==> config.mk <==
export PLATFORM = sky130hd
export DESIGN_NAME = lru_page_replacement
export DESIGN_NICKNAME = d
export VERILOG_FILES = /design/src/sv/lrupr_pkg.sv /design/src/sv/lrupr_frame_store.sv /design/src/sv/lru_page_replacement.sv
export SDC_FILE = /design/constraint.sdc
export NUM_CORES = 1
export LEC_CHECK = 0
export BUFFER_PORTS_ARGS = -buffer_cell sky130_fd_sc_hd__buf_2
export CAP_MARGIN = 15
export CORE_UTILIZATION = 25
export CTS_CLUSTER_SIZE = 10
export DETAILED_ROUTE_END_ITERATION = 8
export GPL_TIMING_DRIVEN = 0
export MAX_ROUTING_LAYER = met4
export PLACE_DENSITY_LB_ADDON = 0.1
export RECOVER_POWER = 50
export SLEW_MARGIN = 20
export SYNTH_ARGS = -nofsm -noshare
export SYNTH_HDL_FRONTEND = slang
export SYNTH_SLANG_ARGS = --single-unit
==> constraint.sdc <==
create_clock -name clk -period 6.3 [get_ports clk]
set_clock_uncertainty 0.1 [all_clocks]
set_input_delay 1.26 -clock clk [delete_from_list [all_inputs] [get_ports clk]]
set_output_delay 1.26 -clock clk [all_outputs]
set_load 0.01 [all_outputs]
==> src/sv/lrupr_pkg.sv <==
`default_nettype none

package lrupr_pkg;

    localparam int FRAMES_MAX  = 8;
    localparam int IDX_BITS    = 3;
    localparam int CNT_BITS    = 4;
    localparam int PAGE_BITS   = 8;
    localparam int STAMP_BITS  = 32;
    localparam int FAULT_BITS  = 32;
    localparam int ENTRY_BITS  = PAGE_BITS + STAMP_BITS;

    localparam logic [CNT_BITS-1:0]   FRAMES_RESET = CNT_BITS'(3);
    localparam logic [CNT_BITS-1:0]   FRAMES_LIMIT = CNT_BITS'(FRAMES_MAX);
    localparam logic [STAMP_BITS-1:0] STAMP_MAX    = {STAMP_BITS{1'b1}};
    localparam logic [FAULT_BITS-1:0] FAULT_MAX    = {FAULT_BITS{1'b1}};

    typedef struct packed {
        logic [PAGE_BITS-1:0] page_number;
        logic                 sequence_end;
    } in_item_t;

    typedef struct packed {
        logic                  hit;
        logic [IDX_BITS-1:0]   frame_index;
        logic                  evicted_valid;
        logic [PAGE_BITS-1:0]  evicted_page;
        logic [FAULT_BITS-1:0] fault_total;
        logic                  stamp_saturated;
    } out_item_t;

    // control from the sequencer to the frame store
    typedef struct packed {
        logic                  start;
        logic [PAGE_BITS-1:0]  target_page;
        logic                  rd_en;
        logic [IDX_BITS-1:0]   rd_addr;
        logic                  wr_en;
        logic [IDX_BITS-1:0]   wr_addr;
        logic [PAGE_BITS-1:0]  wr_page;
        logic [STAMP_BITS-1:0] wr_stamp;
    } scan_ctl_t;

    // scan progress and results back to the sequencer
    typedef struct packed {
        logic                 cmp_valid;
        logic [IDX_BITS-1:0]  cmp_idx;
        logic                 found;
        logic [IDX_BITS-1:0]  match_idx;
        logic [IDX_BITS-1:0]  best_idx;
        logic [PAGE_BITS-1:0] best_page;
    } scan_stat_t;

    typedef enum logic [1:0] {
        ST_IDLE,
        ST_SCAN,
        ST_DONE
    } lru_state_t;

endpackage

`default_nettype wire

==> src/sv/lrupr_frame_store.sv <==
`default_nettype none

module lrupr_frame_store (
    input  wire                     clk,
    input  wire                     rst_n,
    input  wire lrupr_pkg::scan_ctl_t ctl,
    output lrupr_pkg::scan_stat_t   stat
);

    // one entry per frame: page number above, use stamp below
    logic [lrupr_pkg::ENTRY_BITS-1:0] mem [lrupr_pkg::FRAMES_MAX];
    logic [lrupr_pkg::ENTRY_BITS-1:0] rdata_reg;

    logic                             rd_valid_reg;
    logic [lrupr_pkg::IDX_BITS-1:0]   rd_idx_reg;
    logic                             found_reg;
    logic                             found_next;
    logic [lrupr_pkg::IDX_BITS-1:0]   match_idx_reg;
    logic [lrupr_pkg::IDX_BITS-1:0]   match_idx_next;
    logic [lrupr_pkg::IDX_BITS-1:0]   best_idx_reg;
    logic [lrupr_pkg::IDX_BITS-1:0]   best_idx_next;
    logic [lrupr_pkg::PAGE_BITS-1:0]  best_page_reg;
    logic [lrupr_pkg::PAGE_BITS-1:0]  best_page_next;
    logic [lrupr_pkg::STAMP_BITS-1:0] best_stamp_reg;
    logic [lrupr_pkg::STAMP_BITS-1:0] best_stamp_next;

    logic [lrupr_pkg::PAGE_BITS-1:0]  cmp_page;
    logic [lrupr_pkg::STAMP_BITS-1:0] cmp_stamp;

    assign cmp_page  = rdata_reg[lrupr_pkg::ENTRY_BITS-1 -: lrupr_pkg::PAGE_BITS];
    assign cmp_stamp = rdata_reg[lrupr_pkg::STAMP_BITS-1:0];

    always_ff @(posedge clk)
    begin
        if (ctl.wr_en)
        begin
            mem[ctl.wr_addr] <= {ctl.wr_page, ctl.wr_stamp};
        end
        if (ctl.rd_en)
        begin
            rdata_reg <= mem[ctl.rd_addr];
        end
    end

    // first match wins, strict less-than keeps the lowest index on ties
    always_comb
    begin
        found_next      = found_reg;
        match_idx_next  = match_idx_reg;
        best_idx_next   = best_idx_reg;
        best_page_next  = best_page_reg;
        best_stamp_next = best_stamp_reg;
        if (ctl.start)
        begin
            found_next = 1'b0;
        end
        else if (rd_valid_reg)
        begin
            if (!found_reg && cmp_page == ctl.target_page)
            begin
                found_next     = 1'b1;
                match_idx_next = rd_idx_reg;
            end
            if (rd_idx_reg == '0 || cmp_stamp < best_stamp_reg)
            begin
                best_idx_next   = rd_idx_reg;
                best_page_next  = cmp_page;
                best_stamp_next = cmp_stamp;
            end
        end
    end

    always_ff @(posedge clk or negedge rst_n)
    begin
        if (!rst_n)
        begin
            rd_valid_reg <= 1'b0;
            rd_idx_reg   <= '0;
            found_reg    <= 1'b0;
        end
        else
        begin
            rd_valid_reg <= ctl.rd_en;
            rd_idx_reg   <= ctl.rd_addr;
            found_reg    <= found_next;
        end
    end

    always_ff @(posedge clk)
    begin
        match_idx_reg  <= match_idx_next;
        best_idx_reg   <= best_idx_next;
        best_page_reg  <= best_page_next;
        best_stamp_reg <= best_stamp_next;
    end

    assign stat.cmp_valid = rd_valid_reg;
    assign stat.cmp_idx   = rd_idx_reg;
    assign stat.found     = found_reg;
    assign stat.match_idx = match_idx_reg;
    assign stat.best_idx  = best_idx_reg;
    assign stat.best_page = best_page_reg;

endmodule

`default_nettype wire

==> src/sv/lru_page_replacement.sv <==
`default_nettype none

// LRU page replacement: each input transfer carries one page reference and produces exactly
// one result transfer telling whether the page was resident, which frame now holds it, which
// page (if any) was evicted, the running fault count and whether the use-stamp counter has
// saturated. Frames live in a small synchronous memory that is scanned one entry per cycle
// over the filled frames (1 to frames_in_use, at most 8), through the single read port of the
// frame store; an empty store is not scanned. A new reference is taken the cycle after the
// previous result is loaded into the output register. A finished result may sit in the
// output register while the next reference is taken and scanned; that reference's result
// then waits until the output register is free.
// Writing frames_in_use (0 reads as 1, above 8 reads as 8) empties the store; a reference
// with sequence_end set does the same after its result is produced.

module lru_page_replacement (
    input  wire                         clk,
    input  wire                         rst_n,
    input  wire                         in_valid,
    output logic                        in_ready,
    input  wire lrupr_pkg::in_item_t    in_data,
    output logic                        out_valid,
    input  wire                         out_ready,
    output lrupr_pkg::out_item_t        out_data,
    input  wire                         cfg_we,
    input  wire  [lrupr_pkg::CNT_BITS-1:0] cfg_data
);

    lrupr_pkg::lru_state_t            state_reg, state_next;

    // configuration and sequence state
    logic [lrupr_pkg::CNT_BITS-1:0]   frames_reg, frames_next;
    logic [lrupr_pkg::CNT_BITS-1:0]   filled_reg, filled_next;
    logic [lrupr_pkg::STAMP_BITS-1:0] stamp_reg, stamp_next;
    logic [lrupr_pkg::FAULT_BITS-1:0] fault_reg, fault_next;

    // the reference being worked on
    logic [lrupr_pkg::PAGE_BITS-1:0]  page_reg, page_next;
    logic                             last_reg, last_next;
    logic [lrupr_pkg::CNT_BITS-1:0]   used_reg, used_next;
    logic [lrupr_pkg::CNT_BITS-1:0]   issue_reg, issue_next;

    // output register
    logic                             out_valid_reg, out_valid_next;
    lrupr_pkg::out_item_t             out_data_reg, out_data_next;

    lrupr_pkg::scan_ctl_t             ctl;
    lrupr_pkg::scan_stat_t            stat;

    logic [lrupr_pkg::CNT_BITS-1:0]   limit;
    logic [lrupr_pkg::CNT_BITS-1:0]   used_now;
    logic [lrupr_pkg::CNT_BITS-1:0]   last_issue;
    logic                             store_full;
    logic [lrupr_pkg::IDX_BITS-1:0]   slot;
    logic                             out_free;

    lrupr_frame_store u_store (
        .clk   (clk),
        .rst_n (rst_n),
        .ctl   (ctl),
        .stat  (stat)
    );

    // managed frame count: zero behaves as one, anything past the store depth as the depth
    always_comb
    begin
        if (frames_reg == '0)
        begin
            limit = lrupr_pkg::CNT_BITS'(1);
        end
        else if (frames_reg > lrupr_pkg::FRAMES_LIMIT)
        begin
            limit = lrupr_pkg::FRAMES_LIMIT;
        end
        else
        begin
            limit = frames_reg;
        end
        used_now = (filled_reg > limit) ? limit : filled_reg;
    end

    assign last_issue = used_reg - lrupr_pkg::CNT_BITS'(1);
    assign store_full = (used_reg == limit);
    assign out_free   = !out_valid_reg || out_ready;

    // frame chosen for this reference: the hit, the next empty frame or the oldest one
    always_comb
    begin
        if (stat.found)
        begin
            slot = stat.match_idx;
        end
        else if (!store_full)
        begin
            slot = used_reg[lrupr_pkg::IDX_BITS-1:0];
        end
        else
        begin
            slot = stat.best_idx;
        end
    end

    always_comb
    begin
        state_next     = state_reg;
        frames_next    = frames_reg;
        filled_next    = filled_reg;
        stamp_next     = stamp_reg;
        fault_next     = fault_reg;
        page_next      = page_reg;
        last_next      = last_reg;
        used_next      = used_reg;
        issue_next     = issue_reg;
        out_valid_next = out_valid_reg;
        out_data_next  = out_data_reg;
        in_ready       = 1'b0;

        ctl             = '0;
        ctl.target_page = page_reg;
        ctl.rd_addr     = issue_reg[lrupr_pkg::IDX_BITS-1:0];
        ctl.wr_addr     = slot;
        ctl.wr_page     = page_reg;
        ctl.wr_stamp    = stamp_reg;

        // result taken downstream
        if (out_valid_reg && out_ready)
        begin
            out_valid_next = 1'b0;
        end

        unique case (state_reg)
            lrupr_pkg::ST_IDLE:
            begin
                in_ready = 1'b1;
                if (in_valid)
                begin
                    ctl.start  = 1'b1;
                    page_next  = in_data.page_number;
                    last_next  = in_data.sequence_end;
                    used_next  = used_now;
                    issue_next = '0;
                    if (stamp_reg != lrupr_pkg::STAMP_MAX)
                    begin
                        stamp_next = stamp_reg + lrupr_pkg::STAMP_BITS'(1);
                    end
                    state_next = (used_now == '0) ? lrupr_pkg::ST_DONE : lrupr_pkg::ST_SCAN;
                end
            end

            lrupr_pkg::ST_SCAN:
            begin
                // one frame read per cycle, compared the cycle after
                if (issue_reg < used_reg)
                begin
                    ctl.rd_en  = 1'b1;
                    issue_next = issue_reg + lrupr_pkg::CNT_BITS'(1);
                end
                if (stat.cmp_valid && {1'b0, stat.cmp_idx} == last_issue)
                begin
                    state_next = lrupr_pkg::ST_DONE;
                end
            end

            lrupr_pkg::ST_DONE:
            begin
                if (out_free)
                begin
                    ctl.wr_en      = 1'b1;
                    out_valid_next = 1'b1;

                    out_data_next.hit             = stat.found;
                    out_data_next.frame_index     = slot;
                    out_data_next.evicted_valid   = !stat.found && store_full;
                    out_data_next.evicted_page    = (!stat.found && store_full) ?
                                                    stat.best_page : '0;
                    out_data_next.stamp_saturated = (stamp_reg == lrupr_pkg::STAMP_MAX);
                    out_data_next.fault_total     = fault_reg;

                    if (!stat.found)
                    begin
                        if (!store_full)
                        begin
                            filled_next = used_reg + lrupr_pkg::CNT_BITS'(1);
                        end
                        if (fault_reg != lrupr_pkg::FAULT_MAX)
                        begin
                            fault_next = fault_reg + lrupr_pkg::FAULT_BITS'(1);
                            out_data_next.fault_total = fault_next;
                        end
                    end

                    // end of sequence empties everything after the result
                    if (last_reg)
                    begin
                        filled_next = '0;
                        stamp_next  = '0;
                        fault_next  = '0;
                    end
                    state_next = lrupr_pkg::ST_IDLE;
                end
            end

            default:
            begin
                state_next = lrupr_pkg::ST_IDLE;
            end
        endcase

        // register write, which the user must make only while idle, unchecked by the block; empties the store as well
        if (cfg_we)
        begin
            frames_next = cfg_data;
            filled_next = '0;
            stamp_next  = '0;
            fault_next  = '0;
        end
    end

    always_ff @(posedge clk or negedge rst_n)
    begin
        if (!rst_n)
        begin
            state_reg     <= lrupr_pkg::ST_IDLE;
            frames_reg    <= lrupr_pkg::FRAMES_RESET;
            filled_reg    <= '0;
            stamp_reg     <= '0;
            fault_reg     <= '0;
            used_reg      <= '0;
            issue_reg     <= '0;
            out_valid_reg <= 1'b0;
        end
        else
        begin
            state_reg     <= state_next;
            frames_reg    <= frames_next;
            filled_reg    <= filled_next;
            stamp_reg     <= stamp_next;
            fault_reg     <= fault_next;
            used_reg      <= used_next;
            issue_reg     <= issue_next;
            out_valid_reg <= out_valid_next;
        end
    end

    always_ff @(posedge clk)
    begin
        page_reg     <= page_next;
        last_reg     <= last_next;
        out_data_reg <= out_data_next;
    end

    assign out_valid = out_valid_reg;
    assign out_data  = out_data_reg;

endmodule

`default_nettype wire

Word level (Yosys, flattened, before mapping)
Memory sizes are Yosys's and may differ from the RTL's. A register that Yosys moved wholly into a read port is not among the register bits. Index checks and enable logic that the tools add are counted. Widths: inputs -> output; s select.

Input port bits: 18. Bits in writable memories: 320. Logic and storage cells: 126. Memories kept: 1. Register bits: 189. Output and inout bits: 48.

Add/subtract/negate cells: 5. Bitwise gates (word level): 1. Reductions and logical operators: 28. Eq/ne operators: 18. Order comparisons: 4. Multiplexer cells: 46.

Memories: u_store.mem (depth 8, width 40, rd ports 1, clocked after memory_dff 1, write ports 1, RTL line lrupr_frame_store.sv:11) `logic [lrupr_pkg::ENTRY_BITS-1:0] mem [lrupr_pkg::FRAMES_MAX];`.

Operators with widths (number): $mux 32 (11); $add 32x1->32 const B (2); $ne 32x32->1 const B (2); $pmux 32 s2 (1); $mux 4 (11); $eq 32x32->1 const B (1); $lt 32x32->1 (1); $ne 3x3->1 const B (6); $mux 1 (15); $reduce_and 3->1 (4); $reduce_bool 2->1 (5); $add 4x1->4 const B (2); $eq 8x8->1 (1); $logic_not 4->1 (2); $mux 2 (4); $ne 2x2->1 const B (4); $pmux 4 s2 (1); $reduce_and 2->1 (4); $mux 3 (2); $pmux 2 s3 (1); $reduce_and 5->1 (1); $eq 3x4->1 (1); $eq 4x4->1 (1); $gt 4x4->1 (1); other kinds (13) (18).

Depth between registers and ports, before layout
Gate-level depths: netlist of run 1.

Depth after elaboration: 10. Depth in mapped cells: 9. Gate-level depth less buffers: 9.

Modules after synthesis
A second synthesis of run 1 with hierarchy kept.

Cell total of the unflattened synthesis: 1361. Area total of the unflattened synthesis: 23035.8 sq um.

Modules (own cells, without submodules): lrupr_frame_store (seq. area each 12316.8 sq um, area an instance 15986.6 sq um, times used 1, cells an instance 694); lru_page_replacement (seq. area each 3731.1 sq um, area an instance 7049.3 sq um, times used 1, cells an instance 667).

Worst setup path before layout of run 1
OpenSTA, ideal clock, no wires.

Path kind: input-to-reg. Start: input out_ready. End: memory u_store.mem[1][0] (netlist name), enable pin. Arrival: 5.543 ns. Path buffers: 0. Setup time: 0.487 ns. Path slack: 0.170 ns. Cell stages on the path: 5. Data required time: 5.713 ns. Cells stage by stage: nand2b_1 nand2_1 inv_1 nand2_1 nor3_1.

RTL lines: start, declared (RTL line lru_page_replacement.sv:22) `input wire out_ready,`; end, declared (RTL line lrupr_frame_store.sv:11).

==> results.tsv, run 1 <==
metric	value	unit
synth_area	22900	um2
vias	12500	
layout-drive-gt1-share	22.7	%
cp-start-kind	flop	
relSlewSlack	-75.1	%
grt_max_degree	49	
period_share	62.1	%
groute.usage.overall	13.1	%
row_count	110	
drt_iter0_markers	727	
period_needed	3.92	ns
cts_resized	0	
synth_cell_types	75	
yosys_register_bits	549	
cts_sinks	549	
start_util	25.3	%
outcome	complete, but fails checks	
clk_pin_slew_worst_paths	0.06	ns
synth_area_per_cell	16.6	um2
clk_latency	0.62	ns
timing.fmax	255	MHz
violations	capacitance limit, slew limit	
setup-tns-final	0	ns
cp-end-kind	flop	
hold_buffers	0	
arrival	4.11	ns
wl	58.2	mm
synth_area_leaders	edfxtp_1, dfrtp_1, mux4_2	
ant_nets	0	
cp_cell_sequence	nor4bb_1 > a41oi_1 > nor3b_2 > mux2i_1 > o21a_1 > inv_2 > nor3_2 > buf_4 > buf_6 > buf_4	
setup_viol	0	
synth.most_common_cell	edfxtp_1	
seq_area_frac_synth	70.2	%
largest_reg_flops	320	
slowest_stage	nor3_2	
cts_tree	yes	
report.final.slew_viol_count	74	
vias_per_cell	4.49	
worstMarginPinSlew	2.63	ns
cts_setup_buffers	0	
dieHeight	304	um
grt_pass1_vias	13200	
synth_top_cell_area_share	60.6	%
clock_path_buffers	3	
syn-instance-count	1374	
crit_top_cell	buf_4	
gp_congestion	0.778	
ios	66	
area_delta_synth_final	19.3	%
worstPathMaxFanout	8	
syn_nets	1435	
post_drt_wl_per_cell	20.8	um
yosys_warnings	0	
fin_nets	1639	
grt_overflow	0	
synth_top_flop_cell	edfxtp_1	
critPathRequiredTime	6.49	ns
leakagePower	9.12	nW
synth_commonest_cells	edfxtp_1, dfrtp_1, mux4_2	
hold_violations	0	
n_antenna_cell	0	
antenna_found_initial	0	
slowest_delay	0.63	ns
drcViolationCount	0	
die_w	304	um
synthArstFlopShare	16.0	%
p_per_area	389	nW/um2
numCtsBuffers	68	
synth.largest_area_cell	edfxtp_1	
synth-edff-count	461	
post-dp-hpwl	40.5	mm
hold_slack	0.316	ns
root_buffer	clkbuf_16	
die_area	92600	um2
port_buffers	65	
min_path_type	flop to flop	
rsz0062_at_grt	false	
coreArea	90300	um2
firstDrtPassIters	4	
htreeDepth	3	
maxCapViolCount	2	
ir_drop	162	uV
critPathKind	flop to flop	
grt_first_pass_wirelength	88.1	mm
-- through the flow --
step | worst slack, ns | total power, mW | cells | utilization, % | cell area, um2
2_1_floorplan | 0.170 | 6.27 | 1374 | - | 22900
3_3_place_gp | -5.24 | 7.13 | 2615 | 27.3 | 24700
3_5_place_dp | 1.83 | 7.23 | 2684 | 28.1 | 25400
4_1_cts | 2.26 | 10.9 | 2794 | 30.3 | 27400
5_1_grt | 2.02 | 11.2 | 2794 | 30.2 | 27300
6_report | 2.38 | 10.6 | 2794 | 30.2 | 27300
-- cell usage in the layout (no fill, tap or decap), drive strengths merged, types with 20 or more instances in the layout --
cell type and instances:
inv 56, dfrtp 86, mux2 46, o21ai 52, xor2 27, xnor2 32
o31ai 20, nand3 49, a21oi 32, nand4 31, buf 131, edfxtp 461
mux4 80, nand2 65, clkbuf 153, ha 43, nor2 51
-- power breakdown --
part | leakage [nW] | switching [mW] | internal [mW]
registers | 5.25 | 0.198 | 4.59
clock network | 0.966 | 1.54 | 2.03
logic | 2.90 | 1.29 | 0.957
-- path summary, 6_finish.rpt --
| check | startpoint | to | slack (ns) | cells past startpoint |
|---|---|---|---|---|
| worst max-delay path | used_reg[1] | u_store.mem[5][20] | 2.38 | 10 |
| worst min-delay path | issue_reg[2] | u_store.rd_idx_reg[2] | 0.32 | 0 |
| worst max register to register | used_reg[1] | u_store.mem[5][20] | 2.38 | 10 |
| worst min register to register | issue_reg[2] | u_store.rd_idx_reg[2] | 0.32 | 0 |
| max in group asynchronous | rst_n | fault_reg[2] | 3.23 | 1 |
| min in group asynchronous | rst_n | u_store.found_reg | 1.37 | 1 |
-- cell families (layout without fill, tap and decap cells) --
| logic type | after synthesis | in the layout | synth area share (%) |
|---|---|---|---|
| simple gates | 314 | 314 | 7.88 |
| mux | 134 | 134 | 10.5 |
| fa+ha+maj | 43 | 43 | 2.35 |
| xor+xnor | 59 | 59 | 2.26 |
| flops | 549 | 549 | 70.2 |
| compound gates | 164 | 164 | 4.61 |
| buf+inv | 111 | 355 | 2.18 |
-- layout make-up --
| type | count | area (um2) |
|---|---|---|
| buffer | 56 | 294 |
| inverter | 55 | 206 |
| clock buffer | 94 | 1820 |
| clock inverter | 16 | 199 |
| fill | 8923 | 63000 |
| tap | 1176 | 1470 |
| sequential | 549 | 16000 |
| timing repair buffer | 134 | 916 |
| multi-input combinational | 714 | 6310 |
-- worst max-delay path, delay by kind of cell (launching register included) --
family | cells | cell delay [ns]
and+or+nand+nor | 3 | 1.51
muxes | 1 | 0.24
DFF | 1 | 0.50
AOI/OAI and AO/OA | 2 | 0.41
buffers and inverters | 4 | 0.82
-- routing by layer --
| layer | vias up | wire length (um) | track usage, % |
|---|---|---|---|
| met5 | - | 0 | - |
| met4 | 0 | 1200 | 4.02 |
| met1 | 6426 | 27000 | 17.2 |
| met3 | 86 | 2220 | 2.11 |
| li1 | 5797 | - | - |
| met2 | 229 | 27800 | 20.8 |
Power figures use the tool's default switching activity.
==> run 2: changes to the inputs <==
--- a/config.mk
+++ b/config.mk
@@ -5,6 +5,7 @@
 export SDC_FILE = /design/constraint.sdc
 export NUM_CORES = 1
 export LEC_CHECK = 0
+export ABC_AREA = 1
 export BUFFER_PORTS_ARGS = -buffer_cell sky130_fd_sc_hd__buf_2
 export CAP_MARGIN = 15
 export CORE_UTILIZATION = 25
==> constraint.sdc (replaced) <==
create_clock -name clk -period 4 [get_ports clk]
set_clock_uncertainty 0.1 [all_clocks]
set_input_delay 0.8 -clock clk [delete_from_list [all_inputs] [get_ports clk]]
set_output_delay 0.8 -clock clk [all_outputs]
set_load 0.01 [all_outputs]
==> run 2 against run 1 <==
  * The run still ends with capacitance limit, slew limit left
  * Final area grew 4.2%
  * Flip-flop and latch count is the same
  * Synthesized cell count grew 62%
  * Count of clock-buffer cells in the layout grew 4
==> results.tsv, run 2 <==
metric	value	unit	change
synth.most_common_cell	edfxtp_1		
largest_reg_flops	320		unchanged
yosys_register_bits	549		unchanged
clock_path_buffers	3		unchanged
worstMarginPinSlew	2.62	ns	-0.00400 ns
drcViolationCount	0		unchanged
synth_cell_types	44		-41%
period_needed	3.67	ns	-0.242 ns
firstDrtPassIters	5		+1
grt_use_met2	25.2	%	+4.4 points
ir_drop	304	uV	+88%
finalPower	12.1	mW	+14%
layout_commonest_cell	edfxtp_1		
synth_top_cell_area_share	58.0	%	-2.6 points
cts_resized	0		unchanged
dieHeight	311	um	+2.2%
syn-instance-count	2226		+62%
synth_commonest_cells	edfxtp_1, nor2_1, nand2_1		
timing.fmax	272	MHz	+6.6%
period_share	91.8	%	+30 points
cp-end-kind	flop		
setup-tns-final	0	ns	unchanged
seq_area_frac_synth	67.2	%	-3.0 points
arrival	3.88	ns	-0.23 ns
fin_nets	2446		+49%
cts_sinks	549		unchanged
row_count	112		+1.8%
critPathRequiredTime	4.20	ns	-2.29 ns
synth.largest_area_cell	edfxtp_1		
cts_tree	yes		
violations	capacitance limit, slew limit		
htreeDepth	3		unchanged
groute.usage.overall	16.0	%	+2.9 points
pre_cts_slack	0.280	ns	-1.55 ns
grt_pass1_vias	16600		+26%
rsz0062_at_grt	false		
port_buffers	64		-1.5%
post-dp-hpwl	53.4	mm	+32%
n_antenna_cell	0		unchanged
ant_nets	0		unchanged
cp-start-kind	flop		
relSlewSlack	-74.8	%	+0.27 points
syn_nets	2287		+59%
met3_usage	2.41	%	+0.30 points
synth_top_flop_cell	edfxtp_1		
post_drt_wl_per_cell	20.4	um	-2.2%
drt_iter0_markers	1102		+52%
outcome	complete, but fails checks		
grt_overflow	0		unchanged
coreArea	93900	um2	+4.0%
layout-drive-gt1-share	6.63	%	-16 points
clk_latency	0.62	ns	about the same
p_per_area	426	nW/um2	+9.4%
synth-edff-count	461		unchanged
die_w	311	um	+2.2%
antenna_found_initial	1		+1
hold_violations	0		unchanged
gr-max-usage-layer	met2		
grt_first_pass_wirelength	112	mm	+27%
clk_pin_slew_worst_paths	0.05	ns	about the same
synth_area_leaders	edfxtp_1, dfrtp_1, nor2_1		
leakagePower	10.5	nW	+16%
use_met1	21.2	%	+4.1 points
grt_max_degree	51		+4.1%
numCtsBuffers	69		+1.5%
min_path_type	input port to flop		
root_buffer	clkbuf_16		
gp_congestion	0.871		+12%
hold_slack	0.266	ns	-0.0494 ns
yosys_warnings	0		unchanged
report.final.slew_viol_count	67		-9.5%
fin_ws	0.326	ns	-2.06 ns
die_area	96700	um2	+4.4%
wl	75.0	mm	+29%
maxCapViolCount	2		unchanged
setup_viol	0		unchanged
worstPathMaxFanout	17		+9
critPathKind	flop to flop		
area_delta_synth_final	19.0	%	
final_cell_mix	edfxtp_1, nor2_1, nand2_1		
vias_per_cell	4.51		+0.56%
ios	66		unchanged
synth_area_per_cell	10.7	um2	-36%
synth_area	23900	um2	+4.4%
vias	16600		+33%
start_util	25.4	%	+0.11 points
synthArstFlopShare	16.0	%	unchanged
==> run 2: changes by cell type after synthesis, moves of 66 or more <==
cell,delta
nand2_1,+314
mux4_2,-80
nand3_1,+66
nor2_1,+339
o21ai_0,+208
inv_1,+116
==> run 2: layout make-up <==
class / count / area [um2]
Buffer: 92 / 398
Clock buffer: 98 / 1890
Clock inverter: 16 / 166
Fill cell: 9781 / 65500
Inverter: 176 / 662
Multi-Input combinational cell: 1409 / 6830
Sequential cell: 549 / 16000
Tap cell: 1254 / 1570
Timing Repair Buffer: 88 / 840
==> run 2: logic make-up (layout without fill, tap and decap cells) <==
logic type / after synthesis / in the layout / share of synthesized area, %
AND/OR/NAND/NOR: 975 / 975 / 16.8
XOR/XNOR: 30 / 30 / 1.10
buffers and inverters: 268 / 470 / 4.43
adder cells (fa/ha/maj): 43 / 43 / 2.25
flip-flops: 549 / 549 / 67.2
AO/OA/AOI/OAI: 361 / 361 / 8.17
==> run 2: worst paths after layout <==
| path | startpoint | to | slack (ns) | cells after the start |
|---|---|---|---|---|
| hold / removal | in_data[5] | page_reg[4] | 0.27 | 1 |
| min in group asynchronous | rst_n | fault_reg[24] | 1.45 | 2 |
| setup reg to reg | u_store.found_reg | u_store.mem[1][21] | 0.33 | 10 |
| max in group asynchronous | rst_n | used_reg[0] | 0.85 | 2 |
| setup / recovery | u_store.found_reg | u_store.mem[1][21] | 0.33 | 10 |
| hold reg to reg | issue_reg[0] | u_store.rd_idx_reg[0] | 0.31 | 0 |
==> run 2: report_power, final <==
part           internal, mW  total (mW)  leakage, nW  switching [mW]
registers              6.15        6.16         5.73          0.0178
logic                0.0322       0.118         3.82          0.0853
clock network          3.35        5.81        0.996            2.45
total                  9.53        12.1         10.5            2.55
==> run 2: critical path, cell delays in order (launching register included) <==
cell      delay, ns
dfrtp_1        0.37
clkbuf_1       0.31
clkinv_1       0.49
clkbuf_1       0.46
nand3_1        0.23
nand2_1        0.06
nor2_1         0.19
nand2_1        0.17
nor2_4         0.52
buf_16         0.23
buf_12         0.19
==> run 2: what timing repair did <==
action	in CTS	in global routing
endpoints found under the hold margin	24	0
buffers inserted	0	0
hold buffers	1	0
==> run 2: metrics by stage <==
step	instance area, um2	utilization, %	std cells
detailed placement	26400	28.2	3567
floorplan	23900	-	2226
CTS	28500	30.4	3682
global placement	25800	27.5	3544
global route	28400	30.3	3682
finish	28400	30.3	3682
==> run 2: routing by layer <==
| layer | routed length [um] | part of all wire, % |
|---|---|---|
| met5 | 0 | 0 |
| met4 | 1930 | 2.6 |
| met3 | 2870 | 3.8 |
| met2 | 34900 | 47 |
| met1 | 35300 | 47 |
==> run 3: changes to the inputs <==
--- a/config.mk
+++ b/config.mk
@@ -8,7 +8,7 @@
 export ABC_AREA = 1
 export BUFFER_PORTS_ARGS = -buffer_cell sky130_fd_sc_hd__buf_2
 export CAP_MARGIN = 15
-export CORE_UTILIZATION = 25
+export CORE_UTILIZATION = 45
 export CTS_CLUSTER_SIZE = 10
 export DETAILED_ROUTE_END_ITERATION = 8
 export GPL_TIMING_DRIVEN = 0
==> run 3 against run 2 <==
  * Via count rose by 1.6%
  * Clock power fell by 6.9%
  * Highest routed layer unchanged
  * The flow still finishes with violations (capacitance limit, slew limit)
  * Count of clock-buffer cells in the layout rose by 7
  * Final area fell by 3.0%
==> results.tsv, run 3 (synthesis results as in run 2) <==
metric	value	unit	change
cts_tree	yes		
cts_resized	0		unchanged
maxCapViolCount	1		-1
p_switching	2.37	mW	-7.0%
stdcell_area	27500	um2	-3.0%
fillers	4669		-52%
crit_start	frames_reg[1]		
vias_per_cell	5.42		+20%
pwr-share-comb	1.0	%	about the same
layout-drive-gt1-share	6.18	%	-0.45 points
grt_max_degree	46		-9.8%
relSlewSlack	-91.2	%	-16 points
firstDrtPassIters	5		unchanged
wl	66.7	mm	-11%
numCtsBuffers	66		-4.3%
outcome	complete, but fails checks		
grt_overflow	0		unchanged
root_buffer	clkbuf_16		
die_w	232	um	-25%
pre_cts_slack	0.411	ns	+0.131 ns
multiInputGateArea	6840	um2	about the same
post_drt_wl_per_cell	21.4	um	+5.1%
min_from	in_data[2]		
rsz0062_at_grt	false		
finalPower	11.7	mW	-3.3%
arrival	3.69	ns	-0.19 ns
largest_reg_flops	320		unchanged
cp-end-kind	flop		
dieHeight	232	um	-25%
vias	16900		+1.6%
clk_pin_slew_worst_paths	0.06	ns	about the same
setup_viol	0		unchanged
htreeDepth	3		unchanged
power_frac_clock	46.3	%	-1.7 points
hold_buffers	0		-1
critPathKind	flop to flop		
ant_nets	0		unchanged
min_path_type	input port to flop		
gp_congestion	0.950		+9.0%
violations	capacitance limit, slew limit		
grt_pass1_vias	16100		-2.9%
grt_first_pass_wirelength	100	mm	-11%
post-dp-hpwl	45.8	mm	-14%
critPathRequiredTime	4.19	ns	about the same
period_share	87.5	%	-4.4 points
fin_ws	0.501	ns	+0.174 ns
row_count	84		-25%
worstMarginPinSlew	2.87	ns	+0.247 ns
cp-start-kind	flop		
period_needed	3.50	ns	-0.174 ns
dp_cells	3000		-16%
drt_iter0_markers	1564		+42%
groute.usage.overall	26.0	%	+9.9 points
start_util	45.5	%	+20 points
hold_violations	0		unchanged
cts_sinks	549		unchanged
timing.fmax	286	MHz	+5.0%
area_delta_synth_final	15.4	%	
ios	66		unchanged
fin_cells	3116		-15%
clk_latency	0.60	ns	-0.02 ns
leakagePower	10.5	nW	-0.68%
layout_commonest_cell	edfxtp_1		
seqPwrFrac	52.7	%	+1.7 points
ir_drop	257	uV	-16%
placed_area	25700	um2	-2.7%
coreArea	52400	um2	-44%
drcViolationCount	0		unchanged
final_cell_mix	edfxtp_1, nor2_1, nand2_1		
port_buffers	64		unchanged
antenna_found_initial	3		+2
fin_nets	2441		-0.20%
netSwitchingFraction	20.3	%	-0.83 points
regArea	16000	um2	unchanged
p_per_area	424	nW/um2	-0.24%
clock_path_buffers	3		unchanged
regToRegStartpoint	frames_reg[1]		
worstPathMaxFanout	16		-1
setup-tns-final	0	ns	unchanged
internal_power	9.32	mW	-2.2%
cts_setup_buffers	0		unchanged
report.final.slew_viol_count	44		-34%
die_area	54000	um2	-44%
==> run 3: worst paths after layout <==
check	end	slack, ns	cells after the start
max in group asynchronous	fault_reg[27]	1.12	1
hold / removal	page_reg[1]	0.28	1
setup / recovery	u_store.mem[5][24]	0.50	14
min in group asynchronous	fault_reg[12]	1.04	1
hold reg to reg	u_store.rd_idx_reg[0]	0.33	0
setup reg to reg	u_store.mem[5][24]	0.50	14
==> run 3: metrics by stage <==
step                      hold WS (ns)  utilization [%]
final                            0.279             52.5
after global routing             0.258             52.5
after detailed placement         0.323             49.0
after CTS                       0.0607             52.7
after global placement           0.313             47.8
after floorplan                  0.275                -
==> run 3: layout make-up <==
type	count	area share (%)
Antenna cell	1	0.00908
Buffer	92	1.43
Clock buffer	105	6.64
Clock inverter	10	0.295
Inverter	176	2.40
Multi-Input combinational cell	1409	24.8
Sequential cell	549	58.3
Tap cell	688	3.13
Timing Repair Buffer	86	3.03
==> run 3: worst max-delay path, cell delays in order (launching register included) <==
cell     delay (ns)
dfstp_2        0.57
inv_1          0.07
nand2_1        0.06
nand2_1        0.11
nand2_1        0.11
nand2_1        0.05
nand2_1        0.07
nor2_2         0.09
nor2_1         0.31
nand2_1        0.12
nand3_1        0.19
nand2_1        0.27
nor2_4         0.63
buf_16         0.25
buf_16         0.16
==> run 3: metal layers <==
metal / vias up / global-route usage (%) / part of all wire, %
met2: 599 / 40.4 / 47
met3: 104 / 4.03 / 6.3
met4: 0 / 8.00 / 2.6
met5: - / - / 0
met1: 8151 / 35.0 / 44
li1: 8032 / - / -
==> run 3: power groups by stage <==
stage	clock network [mW]	logic (mW)	registers, mW
3_5_place_dp	0	0.118	6.28
4_1_cts	5.50	0.119	6.16
5_1_grt	5.71	0.131	6.16
6_report	5.41	0.116	6.17
3_3_place_gp	0	0.112	6.28
2_1_floorplan	0	0.0581	6.27
